File: config.mk
export PLATFORM = sky130hd
export DESIGN_NAME = sgdmf_csr
export DESIGN_NICKNAME = d
export VERILOG_FILES = /design/src/sv/sgdmf_pkg.sv /design/src/sv/sgdmf_csr.sv
export SDC_FILE = /design/constraint.sdc
export NUM_CORES = 1
export LEC_CHECK = 0
export BUFFER_PORTS_ARGS = -buffer_cell sky130_fd_sc_hd__buf_4
export CAP_MARGIN = 5
export CORE_MARGIN = 3
export CORE_UTILIZATION = 40
export CTS_BUF_LIST = sky130_fd_sc_hd__clkbuf_2 sky130_fd_sc_hd__clkbuf_4 sky130_fd_sc_hd__clkbuf_8
export DETAILED_ROUTE_END_ITERATION = 10
export PLACE_DENSITY = 0.71
export SLEW_MARGIN = 20
export SYNTH_ARGS = -nofsm -noshare
export SYNTH_HDL_FRONTEND = slang
export SYNTH_SLANG_ARGS = --single-unit
File: constraint.sdc
create_clock -name clock -period 1.8 [get_ports clock]
set_input_delay 0.45 -clock clock [delete_from_list [all_inputs] [get_ports clock]]
set_output_delay 0.45 -clock clock [all_outputs]
set_load 0.01 [all_outputs]
File: src/sv/sgdmf_pkg.sv
// sgdmf_pkg: shared constants, types and saturation helpers for the
// latent-factor update engine; no dependencies
package sgdmf_pkg;

   localparam int LATENT_SIZE = 2;
   localparam int ITEM_ROWS   = 1024;
   localparam int USER_ROWS   = 4096;

   localparam int EL_W     = (LATENT_SIZE > 1) ? $clog2(LATENT_SIZE) : 1;
   localparam int ITEM_AW  = $clog2(ITEM_ROWS * LATENT_SIZE);
   localparam int USER_AW  = $clog2(USER_ROWS * LATENT_SIZE);
   localparam int ITEM_DEPTH = ITEM_ROWS * LATENT_SIZE;
   localparam int USER_DEPTH = USER_ROWS * LATENT_SIZE;

   localparam int Q_SHIFT = 24;
   localparam int CFG_W   = 25;
   localparam int WIDE_W  = 48;   // accumulator, error and sum width
   localparam int GRAD_W  = 38;

   localparam logic [1:0] OP_LOAD    = 2'd0;
   localparam logic [1:0] OP_UPDATE  = 2'd1;
   localparam logic [1:0] OP_PREDICT = 2'd2;

   localparam logic [0:0] REG_STEP = 1'b0;
   localparam logic [0:0] REG_REG  = 1'b1;

   typedef struct packed {
      logic [CFG_W-1:0] learn_rate;
      logic [CFG_W-1:0] regularization;
   } cfg_type;

   localparam logic signed [WIDE_W-1:0] S32_MAX = WIDE_W'(64'sd2147483647);
   localparam logic signed [WIDE_W-1:0] S32_MIN = -WIDE_W'(64'sd2147483648);
   localparam logic signed [WIDE_W-1:0] G_MAX   = WIDE_W'(64'sd137438953471);
   localparam logic signed [WIDE_W-1:0] G_MIN   = -WIDE_W'(64'sd137438953472);

   function automatic logic signed [31:0] sat32(input logic signed [WIDE_W-1:0] v);
      if (v > S32_MAX) return 32'sh7fffffff;
      else if (v < S32_MIN) return 32'sh80000000;
      else return v[31:0];
   endfunction

   function automatic logic clip32(input logic signed [WIDE_W-1:0] v);
      return (v > S32_MAX) || (v < S32_MIN);
   endfunction

   function automatic logic signed [GRAD_W-1:0] satg(input logic signed [WIDE_W-1:0] v);
      if (v > G_MAX) return G_MAX[GRAD_W-1:0];
      else if (v < G_MIN) return G_MIN[GRAD_W-1:0];
      else return v[GRAD_W-1:0];
   endfunction

   function automatic logic clipg(input logic signed [WIDE_W-1:0] v);
      return (v > G_MAX) || (v < G_MIN);
   endfunction

endpackage

File: src/sv/sgdmf_csr.sv
// sgdmf_csr: apb-style register file for learning rate and regularization
// depends on sgdmf_pkg
module sgdmf_csr (
   input  logic                 clock,
   input  logic                 reset,
   input  logic                 csr_psel,
   input  logic                 csr_penable,
   input  logic                 csr_pwrite,
   input  logic [2:0]           csr_paddr,
   input  logic [31:0]          csr_pwdata,
   output logic [31:0]          csr_prdata,
   output logic                 csr_pready,
   output sgdmf_pkg::cfg_type   cfg
);
   sgdmf_pkg::cfg_type cfg_ff, cfg_in;
   logic wr;

   assign csr_pready = 1'b1;
   assign wr = csr_psel && csr_penable && csr_pwrite;

   always_comb begin
      cfg_in = cfg_ff;
      if (wr) begin
         case (csr_paddr[2])
            sgdmf_pkg::REG_STEP: cfg_in.learn_rate = csr_pwdata[sgdmf_pkg::CFG_W-1:0];
            sgdmf_pkg::REG_REG:  cfg_in.regularization = csr_pwdata[sgdmf_pkg::CFG_W-1:0];
            default: cfg_in = cfg_ff;
         endcase
      end
   end

   always_ff @(posedge clock) begin
      if (reset) begin
         cfg_ff.learn_rate     <= sgdmf_pkg::CFG_W'(13245);
         cfg_ff.regularization <= sgdmf_pkg::CFG_W'(16777);
      end else begin
         cfg_ff <= cfg_in;
      end
   end

   always_comb begin
      case (csr_paddr[2])
         sgdmf_pkg::REG_STEP: csr_prdata = {7'd0, cfg_ff.learn_rate};
         sgdmf_pkg::REG_REG:  csr_prdata = {7'd0, cfg_ff.regularization};
         default:             csr_prdata = 32'd0;
      endcase
   end

   assign cfg = cfg_ff;
endmodule

==> impl_metrics.tcl, run 1 <==
set metrics [dict create \
    start_kind "primary input" \
    root_buffer "clkbuf_8" \
    die_w_um 84.6 \
    crit_buf_inv 2 \
    routed_wirelength_mm 5.51 \
    vias_per_cell 4.64 \
    syn_area_um2 2470 \
    first_pass_iters 4 \
    grt_pass1_vias 1905 \
    drt-met1-wl_mm 2.39 \
    crit_end "csr_prdata[16]" \
    avgRoutedWirePerCell_um 13.4 \
    mostFrequentLayoutCells "buf_4 (108), nand2b_1 (56), mux2i_1 (50), dfxtp_1 (50), nor2_1 (26)" \
    cp.arrival_ns 1.23 \
    grt_overflow_total 0 \
    grtUsageTotal 0.156 \
    cts_tree "yes" \
    io_buffers 105 \
    path_delay_family "buffers and inverters" \
    p_sw_mw 0.499 \
    synth_seq_cells 50 \
    final_util 0.562 \
    cts_buffer_depth 2 \
    vdd_ir_drop_max_mv 0.380 \
    worstSetupEndpointType "output pin" \
    dr_wl_met3_um 395 \
    power.internal_mw 1.59 \
    r2r_slack_ns 1.16 \
    yosysWarnings 0 \
    area_growth_pct 35.4 \
    fmax_mhz 597 \
    worstReg2RegEnd "cfg[1]$_SDFFE_PP0P_" \
    clkSlewWorstSetupHoldPaths_ns 0.09 \
    route.detailed.drc 0 \
    required_ns 1.35 \
    diodes 0 \
    ant_nets 0 \
    crit_slowest_cell "mux2_2" \
    worst-setup-path-type "in2out" \
    p_clk_frac 0.298 \
    setup_tns_ns 0 \
    finalCritPeriodShare 0.931 \
    status "completed" \
    combPwrFrac 0.152 \
    cp-startpoint "csr_paddr[2]" \
    powerDensity_nw_per_um2 624 \
    grt_setup_unrepaired "no" \
    routed-via-count 1912 \
    rr_startpoint "cfg[1]$_SDFFE_PP0P_" \
    io_pins 123 \
    largest_reg_flops 50 \
    die_y_um 84.6 \
    reg2reg_depth 2 \
    hold_buffers 0 \
    crit_cells 3 \
    hold_viol 0 \
    grt_max_degree 42 \
    setup_viol 0 \
    seq_area_frac_synth 0.405 \
    clock_sinks 50 \
    synth_cells 238 \
    seq_power_share 0.550 \
    cp_max_fo 29 \
    place_congestion 0.725 \
    period_needed_ns 1.68 \
    hold_path.class "in2reg" \
    path_cells "buf_6 -> mux2_2 -> buf_4" \
    leakage_nw 1.54 \
    fin_worst_skew_ns 0 \
    antenna_found_initial 0 \
    htreeDepth 2 \
    place_hpwl_mm 4.06 \
    highest_layer "met4" \
    drt-initial-drc-count 34 \
    nFillCells 569 \
    clk-insertion-delay-late_ns 0.29 \
    dr_wl_met2_mm 2.66 \
    yosys.cell_types.count 15 \
    die_area_um2 7160 \
    rows 28 \
    grt_pass1_wl_mm 9.18 \
    switching_share 0.239 \
    drv_slew 0 \
    worstHoldPathCells 3 \
    final_common_cell "buf_4" \
    final_nets 377 \
    start_util 0.415 \
    drive_gt1_frac 0.430 \
    core_um2 5960 \
    syn_area_per_cell_um2 10.4 \
    max_cap_viol_count 0 \
    cts_buffers 5 \
    hp-start "csr_pwdata[7]" \
    worst_path_largest_cell_delay_ns 0.38 \
]
==> cell type report <==
type | count | area (µm²) | area share
multi-input cells | 169 | 1310 | 0.390
flip-flops and latches | 50 | 1000 | 0.299
repair buffers | 111 | 862 | 0.258
well taps | 75 | 93.8 | 0.0280
clock buffers | 6 | 76.3 | 0.0228
clock inverters | 1 | 7.51 | 0.00224
==> worst min path at each step <==
stage	endpoint	slack, ns
final	cfg[7]$_SDFFE_PP1P_	0.42
after global routing	cfg[13]$_SDFFE_PP0P_	0.41
after CTS	cfg[7]$_SDFFE_PP1P_	0.41
after detailed placement	cfg[36]$_SDFFE_PP0P_	0.48
after global placement	cfg[21]$_SDFFE_PP0P_	0.47
after floorplan	cfg[12]$_SDFFE_PP0P_	0.50
==> synthesized netlist by cell type <==
| cell type | number | area [µm²] |
|---|---|---|
| and4_1 | 1 | 8.76 |
| and4b_1 | 1 | 10.0 |
| buf_12 | 2 | 40.0 |
| buf_2 | 3 | 15.0 |
| buf_4 | 9 | 67.6 |
| buf_6 | 3 | 33.8 |
| clkbuf_1 | 8 | 30.0 |
| conb_1 | 2 | 7.51 |
| dfxtp_1 | 50 | 1000 |
| mux2_2 | 25 | 282 |
| mux2i_1 | 50 | 500 |
| nand2b_1 | 56 | 350 |
| nand4_2 | 1 | 12.5 |
| nand4b_2 | 1 | 15.0 |
| nor2_1 | 26 | 97.6 |
==> worst min-delay path, delay by kind of cell <==
family,cells,cell delay [ns]
buffers and inverters,1,0.07
multiplexers,1,0.11
AND/OR/NAND/NOR,1,0.04
==> per-stage QoR <==
step,cell area (µm²),setup WS (ns),cells,hold slack (ns),power (mW)
floorplan,2490,0.212,244,0.501,1.36
global placement,3260,0.0339,405,0.473,1.49
detailed placement,3260,0.0274,405,0.478,1.49
CTS,3340,0.0223,412,0.409,2.13
global route,3350,0.0855,412,0.411,2.20
finish,3350,0.125,412,0.423,2.09
==> what timing repair did <==
item / CTS / global route
gates resized for setup: 0 / 1
endpoints found under the setup margin: 0 / 20
setup buffers: 0 / 0
==> kinds of logic after synthesis <==
family | count (synthesis) | share of synthesized area
buf+inv | 25 | 0.0754
flops | 50 | 0.405
mux | 75 | 0.316
other cells | 2 | 0.00304
simple gates | 86 | 0.200
==> layer usage <==
metal | global-route usage | up-vias
li1 | - | 970
met4 | 0.0432 | 0
met2 | 0.270 | 63
met3 | 0.0432 | 5
met5 | 0 | -
met1 | 0.189 | 874
==> power by group through the flow <==
stage	clock network [mW]	logic [mW]	registers, mW
floorplan	0	0.178	1.18
CTS	0.656	0.321	1.15
finish	0.623	0.317	1.15
global route	0.698	0.344	1.15
detailed placement	0	0.320	1.18
global placement	0	0.314	1.17
(Power assumes the default switching activity.)
==> inputs of run 2 (changes only) <==
==> constraint.sdc (replaced) <==
create_clock -name clock -period 1.8 [get_ports clock]
set_input_delay 0.45 -clock clock [delete_from_list [all_inputs] [get_ports clock]]
set_output_delay 0.45 -clock clock [all_outputs]
set_load 0.02 [all_outputs]
==> run 2 against run 1 <==
Count of clock-buffer cells in the layout did not move. Setup slack worse by 0.0047 ns. Register-to-register slack is essentially flat. Power increased by 18%. First-iteration DRC count rose by 50%. Largest cell class unchanged. Largest power group unchanged.
==> impl_metrics.tcl, run 2 (synthesis gave the netlist of run 1 again) <==
set metrics [dict create \
    start_util 0.415 \
    p_sw_mw 0.563 \
    worstHoldPathCells 3 \
    die_y_um 84.6 \
    finalCritPeriodShare 0.933 \
    routed_wirelength_mm 5.64 \
    antenna_found_initial 0 \
    rows 28 \
    cts_buffers 5 \
    htreeDepth 2 \
    r2r_slack_ns 1.15 \
    setup_viol 0 \
    clock_sinks 50 \
    p_clk_frac 0.387 \
    grt_pass1_vias 1895 \
    mostFrequentLayoutCells "buf_4 (109), nand2b_1 (56), mux2i_1 (50), dfxtp_1 (50), nor2_1 (26)" \
    largest_reg_flops 50 \
    drt-initial-drc-count 51 \
    cp_max_fo 26 \
    cp.arrival_ns 1.23 \
    grt_overflow_total 0 \
    fin_worst_skew_ns 0 \
    cts_tree "yes" \
    grtUsageTotal 0.160 \
    routed-via-count 1947 \
    seq_power_share 0.466 \
    worst-setup-path-type "in2out" \
    hold_path.class "in2reg" \
    die_w_um 84.6 \
    diodes 0 \
    vias_per_cell 4.70 \
    final_nets 378 \
    grt_setup_unrepaired "no" \
    clk-insertion-delay-late_ns 0.29 \
    hold_viol 0 \
    leakage_nw 1.58 \
    root_buffer "clkbuf_8" \
    clkSlewWorstSetupHoldPaths_ns 0.09 \
    worstSetupEndpointType "output pin" \
    vdd_ir_drop_max_mv 0.455 \
    period_needed_ns 1.68 \
    final_util 0.573 \
    ant_nets 0 \
    drive_gt1_frac 0.434 \
    place_hpwl_mm 4.16 \
    core_um2 5960 \
    io_buffers 105 \
    area_growth_pct 38.1 \
    rr_startpoint "cfg[47]$_SDFFE_PP0P_" \
    start_kind "primary input" \
    io_pins 123 \
    max_cap_viol_count 0 \
    die_area_um2 7160 \
    switching_share 0.228 \
    setup_tns_ns 0 \
    required_ns 1.35 \
    first_pass_iters 4 \
    route.detailed.drc 0 \
    worstReg2RegEnd "cfg[47]$_SDFFE_PP0P_" \
    grt_pass1_wl_mm 9.29 \
    power.internal_mw 1.90 \
    post-cts-setup-buffers 0 \
    cts_buffer_depth 2 \
    crit_end "csr_prdata[12]" \
    avgRoutedWirePerCell_um 13.6 \
    place_congestion 0.728 \
    final_common_cell "buf_4" \
    grt_max_degree 42 \
    powerDensity_nw_per_um2 723 \
    fmax_mhz 595 \
    cp-startpoint "csr_paddr[2]" \
    combPwrFrac 0.147 \
    status "completed" \
    drv_slew 0 \
    reg2reg_depth 2 \
]
[run 2: how the worst min path moves through the flow]
| stage | end | from | slack (ns) |
|---|---|---|---|
| 2_1_floorplan | cfg[12]$_SDFFE_PP0P_ | cfg[12]$_SDFFE_PP0P_ | 0.55 |
| 3_3_place_gp | cfg[21]$_SDFFE_PP0P_ | cfg[21]$_SDFFE_PP0P_ | 0.47 |
| 3_5_place_dp | cfg[21]$_SDFFE_PP0P_ | cfg[21]$_SDFFE_PP0P_ | 0.48 |
| 4_1_cts | cfg[7]$_SDFFE_PP1P_ | csr_pwdata[7] | 0.40 |
| 5_1_grt | cfg[39]$_SDFFE_PP0P_ | csr_pwdata[14] | 0.41 |
| 6_report | cfg[14]$_SDFFE_PP1P_ | csr_pwdata[14] | 0.41 |
[run 2: worst max-delay path: stages]
cell    delay, ns
buf_6        0.24
mux2_2       0.38
buf_4        0.16
[run 2: power by group through the flow]
stage               registers [mW]  clock network, mW  logic (mW)
floorplan                     1.20                  0       0.202
global placement              1.17                  0       0.360
detailed placement            1.18                  0       0.366
CTS                           1.15              0.985       0.366
global route                  1.15               1.03       0.390
finish                        1.15              0.956       0.362
[run 2: final cells by class]
type	instances	area [µm²]
clock inverter	2	60.1
clock buffer	6	82.6
timing repair buffer	112	870
sequential	50	1000
fill	547	2540
multi-input combinational	169	1310
tap	75	93.8
[run 2: timing repair]
item	in CTS	in global routing
setup endpoints to repair	0	25
hold buffers	0	0
hold endpoints to repair	0	0
resized for setup	0	1
[run 2: through the flow]
stage               power [mW]  area [µm²]  std cells  hold WS, ns  setup WS, ns
floorplan                 1.40        2490        244        0.555         0.182
global placement          1.53        3270        406        0.473        0.0238
detailed placement        1.54        3270        406        0.476        0.0104
CTS                       2.50        3410        414        0.404       0.00936
global route              2.57        3410        414        0.411        0.0735
finish                    2.47        3410        414        0.415         0.120
[run 2: layer usage]
metal,GRT usage,part of all wire
met5,0,0
met4,0.0518,0.0075
met3,0.0402,0.065
met2,0.272,0.50
met1,0.198,0.43
==> inputs of run 3 (changes only) <==
--- a/config.mk
+++ b/config.mk
@@ -6,7 +6,6 @@
 export NUM_CORES = 1
 export LEC_CHECK = 0
 export BUFFER_PORTS_ARGS = -buffer_cell sky130_fd_sc_hd__buf_4
-export CAP_MARGIN = 5
 export CORE_MARGIN = 3
 export CORE_UTILIZATION = 40
 export CTS_BUF_LIST = sky130_fd_sc_hd__clkbuf_2 sky130_fd_sc_hd__clkbuf_4 sky130_fd_sc_hd__clkbuf_8
==> constraint.sdc (replaced) <==
create_clock -name clock -period 1.6 [get_ports clock]
set_input_delay 0.4 -clock clock [delete_from_list [all_inputs] [get_ports clock]]
set_output_delay 0.4 -clock clock [all_outputs]
set_load 0.02 [all_outputs]
==> run 3 against run 2 <==
Sequential share of layout area up 0.15 points. Sequential cell count unchanged. Hold slack worse by 0.056 ns. Combinational power up 13%. Via count unchanged. Global-route usage down 0.36 points. Sequential power up 12%. Cell count up 0.24%. Register-to-register slack worse by 0.21 ns. Core utilization down 0.29 points. Critical path depth unchanged. Setup slack worse by 0.058 ns. Largest cell class unchanged.
==> impl_metrics.tcl, run 3 (synthesis gave the netlist of run 1 again) <==
set metrics [dict create \
    root_buffer "clkbuf_8" \
    power.internal_mw 1.96 \
    vdd_ir_drop_max_mv 0.392 \
    reg2reg_depth 2 \
    hold_viol 0 \
    rr_startpoint "cfg[10]$_SDFFE_PP0P_" \
    setup_tns_ns 0 \
    route.detailed.drc 0 \
    largest_reg_flops 50 \
    final_nets 379 \
    period_needed_ns 1.54 \
    place_area_um2 3270 \
    grtUsageTotal 0.156 \
    drt-initial-drc-count 41 \
    required_ns 1.20 \
    final_util 0.570 \
    clock_sinks 50 \
    p_clk_frac 0.346 \
    switching_share 0.247 \
    worstSetupEndpointType "output pin" \
    ant_nets 0 \
    diodes 0 \
    start_kind "primary input" \
    avgRoutedWirePerCell_um 13.5 \
    cts_tree "yes" \
    grt_max_degree 36 \
    r2r_slack_ns 0.94 \
    worst-setup-path-type "in2out" \
    leakage_nw 1.57 \
    routed_wirelength_mm 5.62 \
    antenna_found_initial 0 \
    area_growth_pct 37.4 \
    grt_setup_unrepaired "no" \
    final_common_cell "buf_4" \
    mostFrequentLayoutCells "buf_4 (110), nand2b_1 (56), mux2i_1 (50), dfxtp_1 (50), nor2_1 (26)" \
    max_cap_viol_count 0 \
    setup_viol 0 \
    powerDensity_nw_per_um2 767 \
    place_congestion 0.742 \
    htreeDepth 2 \
    clkSlewWorstSetupHoldPaths_ns 0.09 \
    cts_buffers 5 \
    combPwrFrac 0.157 \
    grt_pass1_vias 1810 \
    finalNonFillerCells 415 \
    nFillCells 558 \
    grt_overflow_total 0 \
    final-seq-area_um2 1000 \
    hp-start "csr_pwdata[7]" \
    status "completed" \
    fin_ws_ns 0.0621 \
    die_y_um 84.6 \
    finalCritPeriodShare 0.961 \
    fin_worst_skew_ns 0 \
    worstHoldPathCells 3 \
    die_area_um2 7160 \
    cp_max_fo 26 \
    fmax_mhz 650 \
    p_sw_mw 0.644 \
    hold_path.class "in2reg" \
    routed-via-count 1947 \
    worstReg2RegEnd "cfg[10]$_SDFFE_PP0P_" \
    io_buffers 105 \
    rows 28 \
    clk-insertion-delay-late_ns 0.29 \
    vias_per_cell 4.69 \
    cts_buffer_depth 2 \
    min_to "cfg[7]$_SDFFE_PP1P_" \
    die_w_um 84.6 \
    grt_pass1_wl_mm 9.04 \
    placedCellCount 407 \
    cp.arrival_ns 1.14 \
    core_um2 5960 \
    place_hpwl_mm 4.17 \
    first_pass_iters 4 \
    drv_slew 0 \
    final_area_um2 3400 \
    io_pins 123 \
    seq_power_share 0.496 \
    drive_gt1_frac 0.435 \
    pre_cts_ws_ns -0.0806 \
    start_util 0.415 \
    multi_input_area_um2 1310 \
]
run 3: cell count changes in the layout (fill, tap and decap cells not counted), sizes merged:
cell,previous run,this run
buf,112,113
bufinv,2,1
clkinvlp,0,1
run 3: worst max path at each step:
stage	start	endpoint	slack, ns
2_1_floorplan	csr_paddr[2]	csr_prdata[10]	0.08
3_3_place_gp	csr_paddr[2]	csr_prdata[13]	-0.07
3_5_place_dp	csr_paddr[2]	csr_prdata[24]	-0.08
4_1_cts	csr_paddr[2]	csr_prdata[18]	0.01
5_1_grt	csr_paddr[2]	csr_prdata[5]	0.02
6_report	csr_paddr[2]	csr_prdata[12]	0.06
run 3: what timing repair did:
item / CTS / global route
setup buffers: 0 / 0
hold buffers: 0 / 0
endpoints found under the setup margin: 25 / 25
resized for setup: 1 / 1
run 3: power by group through the flow:
stage | registers, mW | clock network (mW) | logic (mW)
6_report | 1.29 | 0.903 | 0.410
5_1_grt | 1.30 | 0.992 | 0.438
4_1_cts | 1.29 | 0.925 | 0.413
3_5_place_dp | 1.32 | 0 | 0.411
3_3_place_gp | 1.32 | 0 | 0.406
2_1_floorplan | 1.35 | 0 | 0.228
run 3: through the flow:
step	power, mW	hold WS (ns)
floorplan	1.58	0.555
global placement	1.73	0.473
detailed placement	1.73	0.481
CTS	2.63	0.355
global route	2.73	0.350
finish	2.61	0.359
run 3: layout make-up:
cell class                 instances  share of cell area
sequential                        50               0.295
clock inverter                     2              0.0111
timing repair buffer             113               0.259
clock buffer                       6              0.0225
multi-input combinational        169               0.385
tap                               75              0.0276
run 3: routing by layer:
layer / global-route usage / part of all wire / up-vias
met5: 0 / 0 / -
met1: 0.195 / 0.44 / 895
met3: 0.0402 / 0.070 / 8
li1: - / - / 978
met4: 0.0590 / 0.018 / 0
met2: 0.258 / 0.48 / 66
run 3: worst max-delay path, stage by stage:
cell and delay [ns]:
buf_8 0.20, mux2_2 0.37, buf_4 0.16
